## src/sv/fat16_geometry_chain_allocator_top_assert.svh

```systemverilog
// Assertion macros shared by the allocator RTL.
`ifndef FAT16_GEOMETRY_CHAIN_ALLOCATOR_TOP_ASSERT_SVH
`define FAT16_GEOMETRY_CHAIN_ALLOCATOR_TOP_ASSERT_SVH

`ifndef SYNTHESIS
// expression must hold at every edge outside reset
`define F16CA_ASSERT_HOLDS(label, clk, rst, expr) \
   label: assert property (@(posedge clk) disable iff (rst) (expr)) \
      else $error("f16ca: invariant violated");
// consequent must hold in the cycle after the antecedent
`define F16CA_ASSERT_NEXT(label, clk, rst, ante, cons) \
   label: assert property (@(posedge clk) disable iff (rst) (ante) |=> (cons)) \
      else $error("f16ca: sequence violated");
`else
`define F16CA_ASSERT_HOLDS(label, clk, rst, expr)
`define F16CA_ASSERT_NEXT(label, clk, rst, ante, cons)
`endif

`endif

```

## src/sv/f16ca_pkg.sv

```systemverilog
// Types, codes and volume layout constants of the FAT16 allocator.
package f16ca_pkg;

   typedef enum logic [1:0] {
      CMD_FORMAT = 2'd0,
      CMD_ALLOC  = 2'd1,
      CMD_QUERY  = 2'd2,
      CMD_NONE   = 2'd3
   } command_type;

   typedef enum logic [2:0] {
      ST_OK       = 3'd0,
      ST_SMALL    = 3'd1,
      ST_FATBIG   = 3'd2,
      ST_BAND     = 3'd3,
      ST_FULL     = 3'd4,
      ST_CHAINS   = 3'd5,
      ST_NOTREADY = 3'd6
   } status_type;

   // layout of the volume
   localparam logic [31:0] RESERVED_SECTORS     = 32'd1;
   localparam logic [31:0] FAT_COPIES           = 32'd2;
   localparam logic [31:0] ROOT_DIR_SECTORS     = 32'd32;
   localparam logic [8:0]  MAX_FAT_SECTORS      = 9'd256;
   // sectors per cluster is 1 << SPC_SHIFT
   localparam int          SPC_SHIFT            = 0;

   localparam logic [31:0] MIN_VOLUME_SECTORS   = 32'd4096;
   localparam logic [31:0] FAT16_MIN_CLUSTERS   = 32'd4085;
   localparam logic [31:0] FAT16_LIMIT_CLUSTERS = 32'd65525;
   localparam logic [15:0] ENTRY_MEDIA          = 16'hFFF8;
   localparam logic [15:0] ENTRY_END            = 16'hFFFF;
   localparam logic [16:0] FIRST_CLUSTER        = 17'd2;

   // controller to datapath
   typedef struct packed {
      logic       load;
      logic       fmt_init;
      logic       fmt_calc;
      logic       fmt_step;
      logic       fmt_commit;
      logic       set_st;
      status_type st;
      logic       alloc;
      logic       query_special;
      logic       scan_start;
      logic       scan_next;
      logic       query_hit;
      logic       out_load;
   } cmd_type;

   // datapath to controller
   typedef struct packed {
      command_type command;
      logic        small_vol;
      logic        need_le;
      logic        need_big;
      logic        band_bad;
      logic        query_special;
      logic        scan_empty;
      logic        scan_hit;
      logic        scan_end;
   } stat_type;

endpackage

```

## src/sv/f16ca_if.sv

```systemverilog
// Request and response channel interfaces of the FAT16 allocator.
interface f16ca_req_if;
   logic        valid;
   logic        ready;
   logic [1:0]  command;
   logic [31:0] volume_sectors;
   logic [15:0] chain_length;
   logic [15:0] cluster_index;

   modport source (output valid, command, volume_sectors, chain_length, cluster_index,
                   input ready);
   modport sink (input valid, command, volume_sectors, chain_length, cluster_index,
                 output ready);
endinterface

interface f16ca_rsp_if;
   logic        valid;
   logic        ready;
   logic [2:0]  status;
   logic [8:0]  fat_size;
   logic [15:0] cluster_total;
   logic [10:0] data_start;
   logic [15:0] chain_start;
   logic [15:0] fat_entry;

   modport source (output valid, status, fat_size, cluster_total, data_start,
                   chain_start, fat_entry, input ready);
   modport sink (input valid, status, fat_size, cluster_total, data_start,
                 chain_start, fat_entry, output ready);
endinterface

```

## src/sv/f16ca_ram.sv

```systemverilog
// Generic single-write, single-read RAM with registered read data.
module f16ca_ram #(
   parameter int WIDTH = 32,
   parameter int DEPTH = 32,
   localparam int AW = (DEPTH > 1) ? $clog2(DEPTH) : 1
) (
   input  logic             clock,
   input  logic             wr_en,
   input  logic [AW-1:0]    wr_addr,
   input  logic [WIDTH-1:0] wr_data,
   input  logic [AW-1:0]    rd_addr,
   output logic [WIDTH-1:0] rd_data
);

   logic [WIDTH-1:0] mem_ff [DEPTH];
   logic [WIDTH-1:0] rd_data_ff;

   always_ff @(posedge clock) begin
      if (wr_en) begin
         mem_ff[wr_addr] <= wr_data;
      end
      rd_data_ff <= mem_ff[rd_addr];
   end

   assign rd_data = rd_data_ff;

endmodule

```

## src/sv/f16ca_ctrl.sv

```systemverilog
// Sequencing state machine of the FAT16 allocator.
`include "fat16_geometry_chain_allocator_top_assert.svh"
module f16ca_ctrl (
   input  logic                clock,
   input  logic                reset,
   input  logic                req_valid,
   output logic                req_ready,
   output logic                rsp_valid,
   input  logic                rsp_ready,
   input  f16ca_pkg::stat_type dp_stat,
   output f16ca_pkg::cmd_type  dp_cmd
);

   typedef enum logic [2:0] {
      S_IDLE,
      S_DECODE,
      S_FMT_CALC,
      S_FMT_CHECK,
      S_QUERY_SCAN,
      S_FINISH
   } state_type;

   state_type state_ff, state_in;
   logic      rsp_valid_ff, rsp_valid_in;
   logic      out_free;

   assign out_free = !rsp_valid_ff || rsp_ready;

   always_comb begin
      state_in     = state_ff;
      rsp_valid_in = rsp_valid_ff && !rsp_ready;
      dp_cmd       = '0;
      unique case (state_ff)
         S_IDLE: begin
            if (req_valid) begin
               dp_cmd.load = 1'b1;
               state_in    = S_DECODE;
            end
         end
         S_DECODE: begin
            unique case (dp_stat.command)
               f16ca_pkg::CMD_FORMAT: begin
                  dp_cmd.fmt_init = 1'b1;
                  if (dp_stat.small_vol) begin
                     dp_cmd.set_st = 1'b1;
                     dp_cmd.st     = f16ca_pkg::ST_SMALL;
                     state_in      = S_FINISH;
                  end else begin
                     state_in = S_FMT_CALC;
                  end
               end
               f16ca_pkg::CMD_ALLOC: begin
                  dp_cmd.alloc = 1'b1;
                  state_in     = S_FINISH;
               end
               f16ca_pkg::CMD_QUERY: begin
                  priority if (dp_stat.query_special) begin
                     dp_cmd.query_special = 1'b1;
                     state_in             = S_FINISH;
                  end else if (dp_stat.scan_empty) begin
                     state_in = S_FINISH;
                  end else begin
                     dp_cmd.scan_start = 1'b1;
                     state_in          = S_QUERY_SCAN;
                  end
               end
               f16ca_pkg::CMD_NONE: begin
                  state_in = S_FINISH;
               end
            endcase
         end
         S_FMT_CALC: begin
            dp_cmd.fmt_calc = 1'b1;
            state_in        = S_FMT_CHECK;
         end
         S_FMT_CHECK: begin
            priority if (dp_stat.need_le) begin
               if (dp_stat.band_bad) begin
                  dp_cmd.set_st = 1'b1;
                  dp_cmd.st     = f16ca_pkg::ST_BAND;
               end else begin
                  dp_cmd.fmt_commit = 1'b1;
               end
               state_in = S_FINISH;
            end else if (dp_stat.need_big) begin
               dp_cmd.set_st = 1'b1;
               dp_cmd.st     = f16ca_pkg::ST_FATBIG;
               state_in      = S_FINISH;
            end else begin
               dp_cmd.fmt_step = 1'b1;
               state_in        = S_FMT_CALC;
            end
         end
         S_QUERY_SCAN: begin
            priority if (dp_stat.scan_hit) begin
               dp_cmd.query_hit = 1'b1;
               state_in         = S_FINISH;
            end else if (dp_stat.scan_end) begin
               state_in = S_FINISH;
            end else begin
               dp_cmd.scan_next = 1'b1;
            end
         end
         S_FINISH: begin
            if (out_free) begin
               dp_cmd.out_load = 1'b1;
               rsp_valid_in    = 1'b1;
               state_in        = S_IDLE;
            end
         end
         default: begin
            state_in = S_IDLE;
         end
      endcase
   end

   always_ff @(posedge clock) begin
      if (reset) begin
         state_ff     <= S_IDLE;
         rsp_valid_ff <= 1'b0;
      end else begin
         state_ff     <= state_in;
         rsp_valid_ff <= rsp_valid_in;
      end
   end

   assign req_ready = (state_ff == S_IDLE);
   assign rsp_valid = rsp_valid_ff;

   // a finished word goes out and the controller is free again
   `F16CA_ASSERT_NEXT(a_finish_delivers, clock, reset,
                      state_ff == S_FINISH && out_free,
                      state_ff == S_IDLE && rsp_valid_ff)
   // never overwrite a word still waiting on the response side
   `F16CA_ASSERT_HOLDS(a_no_overwrite, clock, reset,
                       !(dp_cmd.out_load && rsp_valid_ff && !rsp_ready))

endmodule

```

## src/sv/f16ca_dp.sv

```systemverilog
// Datapath of the FAT16 allocator: geometry solver, chain table and result word.
`include "fat16_geometry_chain_allocator_top_assert.svh"
module f16ca_dp #(
   parameter int MAX_CHAINS = 32
) (
   input  logic                clock,
   input  logic                reset,
   input  f16ca_pkg::cmd_type  dp_cmd,
   output f16ca_pkg::stat_type dp_stat,
   input  logic [1:0]          req_command,
   input  logic [31:0]         req_volume_sectors,
   input  logic [15:0]         req_chain_length,
   input  logic [15:0]         req_cluster_index,
   output logic [2:0]          rsp_status,
   output logic [8:0]          rsp_fat_size,
   output logic [15:0]         rsp_cluster_total,
   output logic [10:0]         rsp_data_start,
   output logic [15:0]         rsp_chain_start,
   output logic [15:0]         rsp_fat_entry
);

   localparam int AW = (MAX_CHAINS > 1) ? $clog2(MAX_CHAINS) : 1;
   localparam int CW = $clog2(MAX_CHAINS + 1);

   // captured request
   f16ca_pkg::command_type command_ff;
   logic [31:0] sectors_ff;
   logic [15:0] length_ff;
   logic [15:0] cindex_ff;

   // volume state
   logic          vol_valid_ff;
   logic [15:0]   cluster_count_ff;
   logic [16:0]   next_free_ff;
   logic [CW-1:0] chain_count_ff;

   // geometry iteration
   logic [8:0]  fsz_ff;
   logic [31:0] cl_ff;
   logic [31:0] overhead;
   logic [31:0] data_sec;
   logic [32:0] need;

   // query scan
   logic [CW-1:0] addr_ff;
   logic          chk_vld_ff;
   logic          chk_last_ff;
   logic [31:0]   rd_data;
   logic [16:0]   chain_end;
   logic [16:0]   cindex_next;
   logic          match;
   logic [15:0]   hit_entry;

   // allocate
   logic [16:0]            alloc_len;
   logic                   alloc_full;
   logic                   alloc_ok;
   f16ca_pkg::status_type  alloc_st;

   // result being built, and the output word
   f16ca_pkg::status_type res_status_ff, out_status_ff;
   logic [8:0]  res_fat_ff,   out_fat_ff;
   logic [15:0] res_cl_ff,    out_cl_ff;
   logic [10:0] res_ds_ff,    out_ds_ff;
   logic [15:0] res_cs_ff,    out_cs_ff;
   logic [15:0] res_ent_ff,   out_ent_ff;

   // one round of the FAT size fixed point
   assign overhead = f16ca_pkg::RESERVED_SECTORS + f16ca_pkg::FAT_COPIES * 32'(fsz_ff)
                   + f16ca_pkg::ROOT_DIR_SECTORS;
   assign data_sec = (sectors_ff > overhead) ? (sectors_ff - overhead) : 32'd0;
   // ceil((cl + 2) * 2 / 512)
   assign need     = (33'(cl_ff) + 33'd257) >> 8;

   assign alloc_len  = (length_ff == 16'd0) ? 17'd1 : 17'(length_ff);
   assign alloc_full = (18'(next_free_ff) + 18'(alloc_len)) > (18'(cluster_count_ff) + 18'd2);

   always_comb begin
      alloc_ok = 1'b0;
      priority if (!vol_valid_ff) begin
         alloc_st = f16ca_pkg::ST_NOTREADY;
      end else if (alloc_full) begin
         alloc_st = f16ca_pkg::ST_FULL;
      end else if (chain_count_ff >= CW'(MAX_CHAINS)) begin
         alloc_st = f16ca_pkg::ST_CHAINS;
      end else begin
         alloc_st = f16ca_pkg::ST_OK;
         alloc_ok = dp_cmd.alloc;
      end
   end

   f16ca_ram #(
      .WIDTH(32),
      .DEPTH(MAX_CHAINS)
   ) u_chain_ram (
      .clock  (clock),
      .wr_en  (alloc_ok),
      .wr_addr(chain_count_ff[AW-1:0]),
      .wr_data({next_free_ff[15:0], alloc_len[15:0]}),
      .rd_addr(addr_ff[AW-1:0]),
      .rd_data(rd_data)
   );

   // table word: first cluster in the upper half, length in the lower
   assign chain_end   = 17'(rd_data[31:16]) + 17'(rd_data[15:0]);
   assign cindex_next = 17'(cindex_ff) + 17'd1;
   assign match       = chk_vld_ff && (cindex_ff >= rd_data[31:16])
                        && (17'(cindex_ff) < chain_end);
   assign hit_entry   = (cindex_next < chain_end) ? cindex_next[15:0] : f16ca_pkg::ENTRY_END;

   assign dp_stat.command       = command_ff;
   assign dp_stat.small_vol     = sectors_ff < f16ca_pkg::MIN_VOLUME_SECTORS;
   assign dp_stat.need_le       = need <= 33'(fsz_ff);
   assign dp_stat.need_big      = need > 33'(f16ca_pkg::MAX_FAT_SECTORS);
   assign dp_stat.band_bad      = (cl_ff < f16ca_pkg::FAT16_MIN_CLUSTERS)
                                  || (cl_ff >= f16ca_pkg::FAT16_LIMIT_CLUSTERS);
   assign dp_stat.query_special = cindex_ff < 16'd2;
   assign dp_stat.scan_empty    = chain_count_ff == '0;
   assign dp_stat.scan_hit      = match;
   assign dp_stat.scan_end      = chk_vld_ff && chk_last_ff;

   always_ff @(posedge clock) begin
      if (reset) begin
         vol_valid_ff     <= 1'b0;
         cluster_count_ff <= '0;
         next_free_ff     <= f16ca_pkg::FIRST_CLUSTER;
         chain_count_ff   <= '0;
         chk_vld_ff       <= 1'b0;
      end else begin
         if (dp_cmd.fmt_init) begin
            vol_valid_ff <= 1'b0;
         end
         if (dp_cmd.fmt_commit) begin
            vol_valid_ff     <= 1'b1;
            cluster_count_ff <= cl_ff[15:0];
            next_free_ff     <= f16ca_pkg::FIRST_CLUSTER;
            chain_count_ff   <= '0;
         end
         if (alloc_ok) begin
            chain_count_ff <= chain_count_ff + CW'(1);
            next_free_ff   <= next_free_ff + alloc_len;
         end
         if (dp_cmd.scan_start) begin
            chk_vld_ff <= 1'b0;
         end else if (dp_cmd.scan_next) begin
            chk_vld_ff <= addr_ff < chain_count_ff;
         end
      end
   end

   always_ff @(posedge clock) begin
      if (dp_cmd.load) begin
         command_ff    <= f16ca_pkg::command_type'(req_command);
         sectors_ff    <= req_volume_sectors;
         length_ff     <= req_chain_length;
         cindex_ff     <= req_cluster_index;
         res_status_ff <= f16ca_pkg::ST_OK;
         res_fat_ff    <= '0;
         res_cl_ff     <= '0;
         res_ds_ff     <= '0;
         res_cs_ff     <= '0;
         res_ent_ff    <= '0;
      end
      if (dp_cmd.fmt_init) begin
         fsz_ff <= 9'd1;
      end
      if (dp_cmd.fmt_calc) begin
         cl_ff <= data_sec >> f16ca_pkg::SPC_SHIFT;
      end
      if (dp_cmd.fmt_step) begin
         fsz_ff <= need[8:0];
      end
      if (dp_cmd.set_st) begin
         res_status_ff <= dp_cmd.st;
      end
      if (dp_cmd.fmt_commit) begin
         res_fat_ff <= fsz_ff;
         res_cl_ff  <= cl_ff[15:0];
         res_ds_ff  <= overhead[10:0];
      end
      if (dp_cmd.alloc) begin
         res_status_ff <= alloc_st;
      end
      if (alloc_ok) begin
         res_cs_ff <= next_free_ff[15:0];
      end
      if (dp_cmd.query_special) begin
         res_ent_ff <= (cindex_ff == 16'd0) ? f16ca_pkg::ENTRY_MEDIA : f16ca_pkg::ENTRY_END;
      end
      if (dp_cmd.scan_start) begin
         addr_ff <= '0;
      end else if (dp_cmd.scan_next) begin
         addr_ff     <= addr_ff + CW'(1);
         chk_last_ff <= addr_ff == (chain_count_ff - CW'(1));
      end
      if (dp_cmd.query_hit) begin
         res_ent_ff <= hit_entry;
      end
      if (dp_cmd.out_load) begin
         out_status_ff <= res_status_ff;
         out_fat_ff    <= res_fat_ff;
         out_cl_ff     <= res_cl_ff;
         out_ds_ff     <= res_ds_ff;
         out_cs_ff     <= res_cs_ff;
         out_ent_ff    <= res_ent_ff;
      end
   end

   assign rsp_status        = out_status_ff;
   assign rsp_fat_size      = out_fat_ff;
   assign rsp_cluster_total = out_cl_ff;
   assign rsp_data_start    = out_ds_ff;
   assign rsp_chain_start   = out_cs_ff;
   assign rsp_fat_entry     = out_ent_ff;

   `F16CA_ASSERT_HOLDS(a_chain_count_max, clock, reset, chain_count_ff <= CW'(MAX_CHAINS))
   // allocation never runs past the end of the data area
   `F16CA_ASSERT_HOLDS(a_free_in_volume, clock, reset,
                       18'(next_free_ff) <= 18'(cluster_count_ff) + 18'd2)
   // each extra round grows the FAT and stays within the limit
   `F16CA_ASSERT_NEXT(a_fat_grows, clock, reset, dp_cmd.fmt_step,
                      fsz_ff > $past(fsz_ff) && fsz_ff <= f16ca_pkg::MAX_FAT_SECTORS)

endmodule

```

## src/sv/fat16_geometry_chain_allocator_top.sv

```systemverilog
// From accept to response valid, allocate, special query, empty table, small volume and idle
// command pass through decode and finish; format takes up to two fixed-point rounds, each a
// calc and a check state; a chain query reads one chain table word per cycle from the RAM.
// The next request is taken as soon as the result enters the output register, even while
// that word waits for rsp ready.
// Reset clears the volume state; the chain table RAM is not cleared and needs no pass.
module fat16_geometry_chain_allocator_top #(
   parameter int MAX_CHAINS = 32
) (
   input logic           clock,
   input logic           reset,
   f16ca_req_if.sink     req_ch,
   f16ca_rsp_if.source   rsp_ch
);

   f16ca_pkg::cmd_type  dp_cmd;
   f16ca_pkg::stat_type dp_stat;

   f16ca_ctrl u_ctrl (
      .clock    (clock),
      .reset    (reset),
      .req_valid(req_ch.valid),
      .req_ready(req_ch.ready),
      .rsp_valid(rsp_ch.valid),
      .rsp_ready(rsp_ch.ready),
      .dp_stat  (dp_stat),
      .dp_cmd   (dp_cmd)
   );

   f16ca_dp #(
      .MAX_CHAINS(MAX_CHAINS)
   ) u_dp (
      .clock             (clock),
      .reset             (reset),
      .dp_cmd            (dp_cmd),
      .dp_stat           (dp_stat),
      .req_command       (req_ch.command),
      .req_volume_sectors(req_ch.volume_sectors),
      .req_chain_length  (req_ch.chain_length),
      .req_cluster_index (req_ch.cluster_index),
      .rsp_status        (rsp_ch.status),
      .rsp_fat_size      (rsp_ch.fat_size),
      .rsp_cluster_total (rsp_ch.cluster_total),
      .rsp_data_start    (rsp_ch.data_start),
      .rsp_chain_start   (rsp_ch.chain_start),
      .rsp_fat_entry     (rsp_ch.fat_entry)
   );

endmodule
```

## src/flat_wrapper.sv

```systemverilog
// flat-port wrapper written by rule: the top's interface ports become plain ports
module fat16_geometry_chain_allocator_top_flat 
#(
   parameter int MAX_CHAINS = 32
)
  (clock, reset, req_ch_valid, req_ch_command, req_ch_volume_sectors, req_ch_chain_length, req_ch_cluster_index, req_ch_ready, rsp_ch_valid, rsp_ch_status, rsp_ch_fat_size, rsp_ch_cluster_total, rsp_ch_data_start, rsp_ch_chain_start, rsp_ch_fat_entry, rsp_ch_ready);
  f16ca_req_if req_ch_i ();
  f16ca_rsp_if rsp_ch_i ();
  input logic clock;
  input logic reset;
  input wire logic [$bits(req_ch_i.valid)-1:0] req_ch_valid;
  input wire logic [$bits(req_ch_i.command)-1:0] req_ch_command;
  input wire logic [$bits(req_ch_i.volume_sectors)-1:0] req_ch_volume_sectors;
  input wire logic [$bits(req_ch_i.chain_length)-1:0] req_ch_chain_length;
  input wire logic [$bits(req_ch_i.cluster_index)-1:0] req_ch_cluster_index;
  output wire logic [$bits(req_ch_i.ready)-1:0] req_ch_ready;
  output wire logic [$bits(rsp_ch_i.valid)-1:0] rsp_ch_valid;
  output wire logic [$bits(rsp_ch_i.status)-1:0] rsp_ch_status;
  output wire logic [$bits(rsp_ch_i.fat_size)-1:0] rsp_ch_fat_size;
  output wire logic [$bits(rsp_ch_i.cluster_total)-1:0] rsp_ch_cluster_total;
  output wire logic [$bits(rsp_ch_i.data_start)-1:0] rsp_ch_data_start;
  output wire logic [$bits(rsp_ch_i.chain_start)-1:0] rsp_ch_chain_start;
  output wire logic [$bits(rsp_ch_i.fat_entry)-1:0] rsp_ch_fat_entry;
  input wire logic [$bits(rsp_ch_i.ready)-1:0] rsp_ch_ready;
  assign req_ch_i.valid = req_ch_valid;
  assign req_ch_i.command = req_ch_command;
  assign req_ch_i.volume_sectors = req_ch_volume_sectors;
  assign req_ch_i.chain_length = req_ch_chain_length;
  assign req_ch_i.cluster_index = req_ch_cluster_index;
  assign req_ch_ready = req_ch_i.ready;
  assign rsp_ch_valid = rsp_ch_i.valid;
  assign rsp_ch_status = rsp_ch_i.status;
  assign rsp_ch_fat_size = rsp_ch_i.fat_size;
  assign rsp_ch_cluster_total = rsp_ch_i.cluster_total;
  assign rsp_ch_data_start = rsp_ch_i.data_start;
  assign rsp_ch_chain_start = rsp_ch_i.chain_start;
  assign rsp_ch_fat_entry = rsp_ch_i.fat_entry;
  assign rsp_ch_i.ready = rsp_ch_ready;
  fat16_geometry_chain_allocator_top #(.MAX_CHAINS(MAX_CHAINS)) u_core (.clock(clock), .reset(reset), .req_ch(req_ch_i), .rsp_ch(rsp_ch_i));
endmodule
```

## config.mk

```make
export PLATFORM = sky130hd
export DESIGN_NAME = fat16_geometry_chain_allocator_top_flat
export DESIGN_NICKNAME = d
export VERILOG_FILES = /design/src/sv/f16ca_pkg.sv /design/src/sv/f16ca_if.sv /design/src/sv/f16ca_ram.sv /design/src/sv/f16ca_ctrl.sv /design/src/sv/f16ca_dp.sv /design/src/sv/fat16_geometry_chain_allocator_top.sv /design/src/flat_wrapper.sv
export VERILOG_INCLUDE_DIRS = /design/src /design/src/sv
export SDC_FILE = /design/constraint.sdc
export NUM_CORES = 2
export LEC_CHECK = 0
export BUFFER_PORTS_ARGS = -buffer_cell sky130_fd_sc_hd__buf_2
export CAP_MARGIN = 0
export CORE_MARGIN = 2
export CORE_UTILIZATION = 40
export CTS_CLUSTER_SIZE = 14
export DETAILED_ROUTE_END_ITERATION = 8
export PLACE_DENSITY = 0.66
export REMOVE_ABC_BUFFERS = 1
export SYNTH_ARGS = -nofsm -noshare
export SYNTH_HDL_FRONTEND = slang
export SYNTH_SLANG_ARGS = --single-unit
```

## constraint.sdc

```tcl
create_clock -name clock -period 8 [get_ports clock]
set_input_delay 0.4 -clock clock [delete_from_list [all_inputs] [get_ports clock]]
set_output_delay 0.4 -clock clock [all_outputs]
set_load 0.05 [all_outputs]
```

==> flow_summary.json <==
{
  "cts_resized": 0,
  "p_leak_nw": 21.16,
  "insertion_delay_ns": 0.78,
  "yosys-top-cells-area": "edfxtp_1, mux4_2, dfxtp_1",
  "worstSetupEndpoint": "u_core.u_dp.res_cs_ff[14]",
  "cpPeakStageDelay_ns": 0.78,
  "dp_cells": 4777,
  "syn_area_um2": 55020,
  "num_rows": 136,
  "ys_types": 87,
  "via_count": 28010,
  "grt_max_degree": 134,
  "worstSetupStartpoint": "u_core.u_dp.length_ff[8]",
  "netlist.area_leader.share_pct": 69.09,
  "via_per_inst": 5.502,
  "wl_um": 131000,
  "worstPathMaxFanout": 41,
  "post_synth_inst_count": 2889,
  "slew_violations": 0,
  "yosysSeqAreaShare_pct": 72.11,
  "post-route-drc-count": 0,
  "core-area_um2": 137000,
  "total_power_w": 0.02127,
  "cts_sinks": 1349,
  "avgSynthCellArea_um2": 19.05,
  "area_delta_synth_final_pct": 15.60,
  "final_area_um2": 63610,
  "hold_viol_final": 0,
  "outcome": "completed",
  "post_cts_buffers": 0,
  "fmax_mhz": 148.4,
  "cts_made_buffers": 135,
  "yosysMostFrequentCell": "edfxtp_1",
  "timing.slew.headroom_pct": 28.23,
  "critPathCaptureType": "register",
  "grt_pass1_wl_um": 193200,
  "pwr_density_cell_nw_per_um2": 334.4,
  "port_buffers": 142,
  "synth-main-ff-cell": "edfxtp_1",
  "dr.pass1.iters": 5,
  "drtIter0Drc": 2674,
  "ios": 143,
  "reg2regPathDepth": 20,
  "synth_area_leader_cell": "edfxtp_1",
  "crit_type": "register to register",
  "grt_usage_pct": 18.73,
  "clockRootBuffer": "clkbuf_16",
  "cap_violations": 0,
  "ys_async_sr_fraction_pct": 0,
  "dp_hpwl_um": 84530,
  "stdcell_count": 5090,
  "synth_seq_cells": 1349,
  "clkTransAtPathRegs_ns": 0.07,
  "r2r_setup_slack_ns": 1.26,
  "start_util_pct": 40.17,
  "cp.required_ns": 8.37,
  "dpl_cell_area_um2": 58500,
  "die_w_um": 374.9,
  "reg2reg_from": "u_core.u_dp.length_ff[8]",
  "cts_max_level": 4,
  "postCtsHoldBufs": 67,
  "antenna_found_initial": 5,
  "cts_buffer_depth": 3,
  "final_util_pct": 46.43,
  "crit_slowest_cell": "nand2b_1",
  "r2r_end": "u_core.u_dp.res_cs_ff[14]",
  "crit_arrival_ns": 7.11,
  "fin_crit_ns": 6.737,
  "routedWlPerCell_um": 25.74,
  "die_area_um2": 140500,
  "skew_ns": 0.03448,
  "overflow": 0,
  "hp-class": "input port to register",
  "critical_path.cell_chain": "nor4_1 > a41o_1 > ha_1 > inv_1 > fa_1 > and2b_1 > o31a_1 > o21ai_1 > or3b_1 > a31oi_2 > xor2_1 > ha_1 > nand2_1 > nor4_1 > nand2_1 > o21ai_0 > a31o_2 > nor4b_4 > buf_4 > nand2b_1",
  "post-route-period-util_pct": 84.21,
  "drive_above_1_share_pct": 26.26,
  "ant_nets": 0,
  "synth_edf_count": 1266,
  "rsz0062_at_grt": "false",
  "first_global_vias": 28560,
  "ir_drop_uv": 244.5,
  "gp_congestion": 0.8311,
  "yosysWarnings": 0,
  "finalSetupViolCount": 0,
  "fp.dieH_um": 374.9,
  "synth_common_cells": "edfxtp_1, mux4_2, nor2_1, ha_1, clkbuf_1",
  "cp-start-kind": "register",
  "cts_tree": "done",
  "fin_nets": 3391,
  "worst_pin_slew_ns": 1.076
}
-- per-stage QoR --
step / hold slack (ns) / setup slack [ns] / setup TNS, ns
floorplan: 0.4003 / -4.220 / -157.79
global placement: 0.4019 / 1.397 / 0
detailed placement: 0.4045 / 1.343 / 0
CTS: 0.09772 / 1.303 / 0
global route: 0.1373 / 0.8639 / 0
finish: 0.1493 / 1.263 / 0
-- worst min path at each step --
stage / from / endpoint / slack, ns / depth (start not counted)
finish: req_ch_valid / u_core.u_ctrl.state_ff[0] / 0.15 / 4
CTS: req_ch_valid / u_core.u_ctrl.state_ff[0] / 0.1 / 4
global route: req_ch_valid / u_core.u_ctrl.state_ff[0] / 0.14 / 4
floorplan: u_core.u_dp.res_cs_ff[0] / u_core.u_dp.rsp_chain_start[0] / 0.40 / 0
detailed placement: u_core.u_dp.res_cl_ff[1] / u_core.u_dp.rsp_cluster_total[1] / 0.40 / 0
global placement: u_core.u_dp.res_cl_ff[8] / u_core.u_dp.rsp_cluster_total[8] / 0.40 / 0
-- metal layers --
metal,part of all wire (%),routed length (um),GRT usage [%],vias up
li1,-,-,-,12280
met1,41,54260,25.00,14580
met4,2.5,3276,5.508,2
met5,0.011,14,0,-
met2,50,66090,31.72,961
met3,5.6,7369,3.004,177
-- state kept, by name, indices dropped and copies added, names as in the netlist, 17 cells and up --
register,count
u_core.u_dp.next_free_ff,17
u_core.u_dp.cl_ff,32
u_core.u_dp.sectors_ff,32
u_core.u_dp.u_chain_ram.mem_ff,1024
u_core.u_dp.u_chain_ram.rd_data,32
-- power by group --
part | switching, W | leakage (nW) | internal [W]
Clock | 0.00271 | 2.18 | 0.00361
Combinational | 0.00348 | 6.69 | 0.00279
Sequential | 0.000416 | 12.3 | 0.00827
-- worst max-delay path: cells and delay by family (launching register included) --
family	cells	cell delay [ns]
simple gates	8	3.16
compound gates	6	1.13
fa+ha+maj	3	0.98
buf+inv	2	0.55
flops	1	0.39
xor+xnor	1	0.12
-- cell usage in the layout (no fill, tap or decap), types with 11 or more instances in the layout --
cell              n
dfxtp_1          66
nor3_1           34
nand3_1          40
nor2_1          135
and3_1           12
o21a_1           13
bufinv_16        11
a22oi_1          18
nor4_1           17
dfxtp_2          13
nor2_4           32
buf_2           142
ha_1            131
o21ai_0          37
xor2_1           45
xnor2_1          56
clkinv_1         20
and2_1           39
a31oi_1          12
nor2b_1          20
edfxtp_1       1266
nand2_1          71
inv_1            54
clkinv_2         32
clkbuf_1         22
buf_4            66
mux4_2          320
clkbuf_16       140
a21oi_1          67
buf_12           15
nand2b_1         14
nand4_1          17
a21o_1           38
or3_1            27
mux2_2           32
dlygate4sd3_1    67
-- layout make-up --
type,instances,area [um2]
Clock inverter,80,822.0
Antenna cell,2,5.005
Fill cell,11280,73370
Sequential cell,1349,39710
Multi-Input combinational cell,1354,14820
Timing Repair Buffer,290,2177
Clock buffer,164,3613
Tap cell,1794,2245
Inverter,57,216.5
-- kinds of logic (layout without fill, tap and decap cells) --
family / Yosys count / after routing / share of synthesized area (%)
AOI/OAI and AO/OA: 257 / 257 / 3.220
muxes: 357 / 357 / 13.84
adders and majority gates: 134 / 134 / 3.088
xor gates and xnor gates: 101 / 101 / 1.608
and+or+nand+nor: 505 / 505 / 4.723
DFF: 1349 / 1349 / 72.11
buffers and inverters: 186 / 591 / 1.403
other: 0 / 2 / 0
Power figures use the tool's default switching activity.
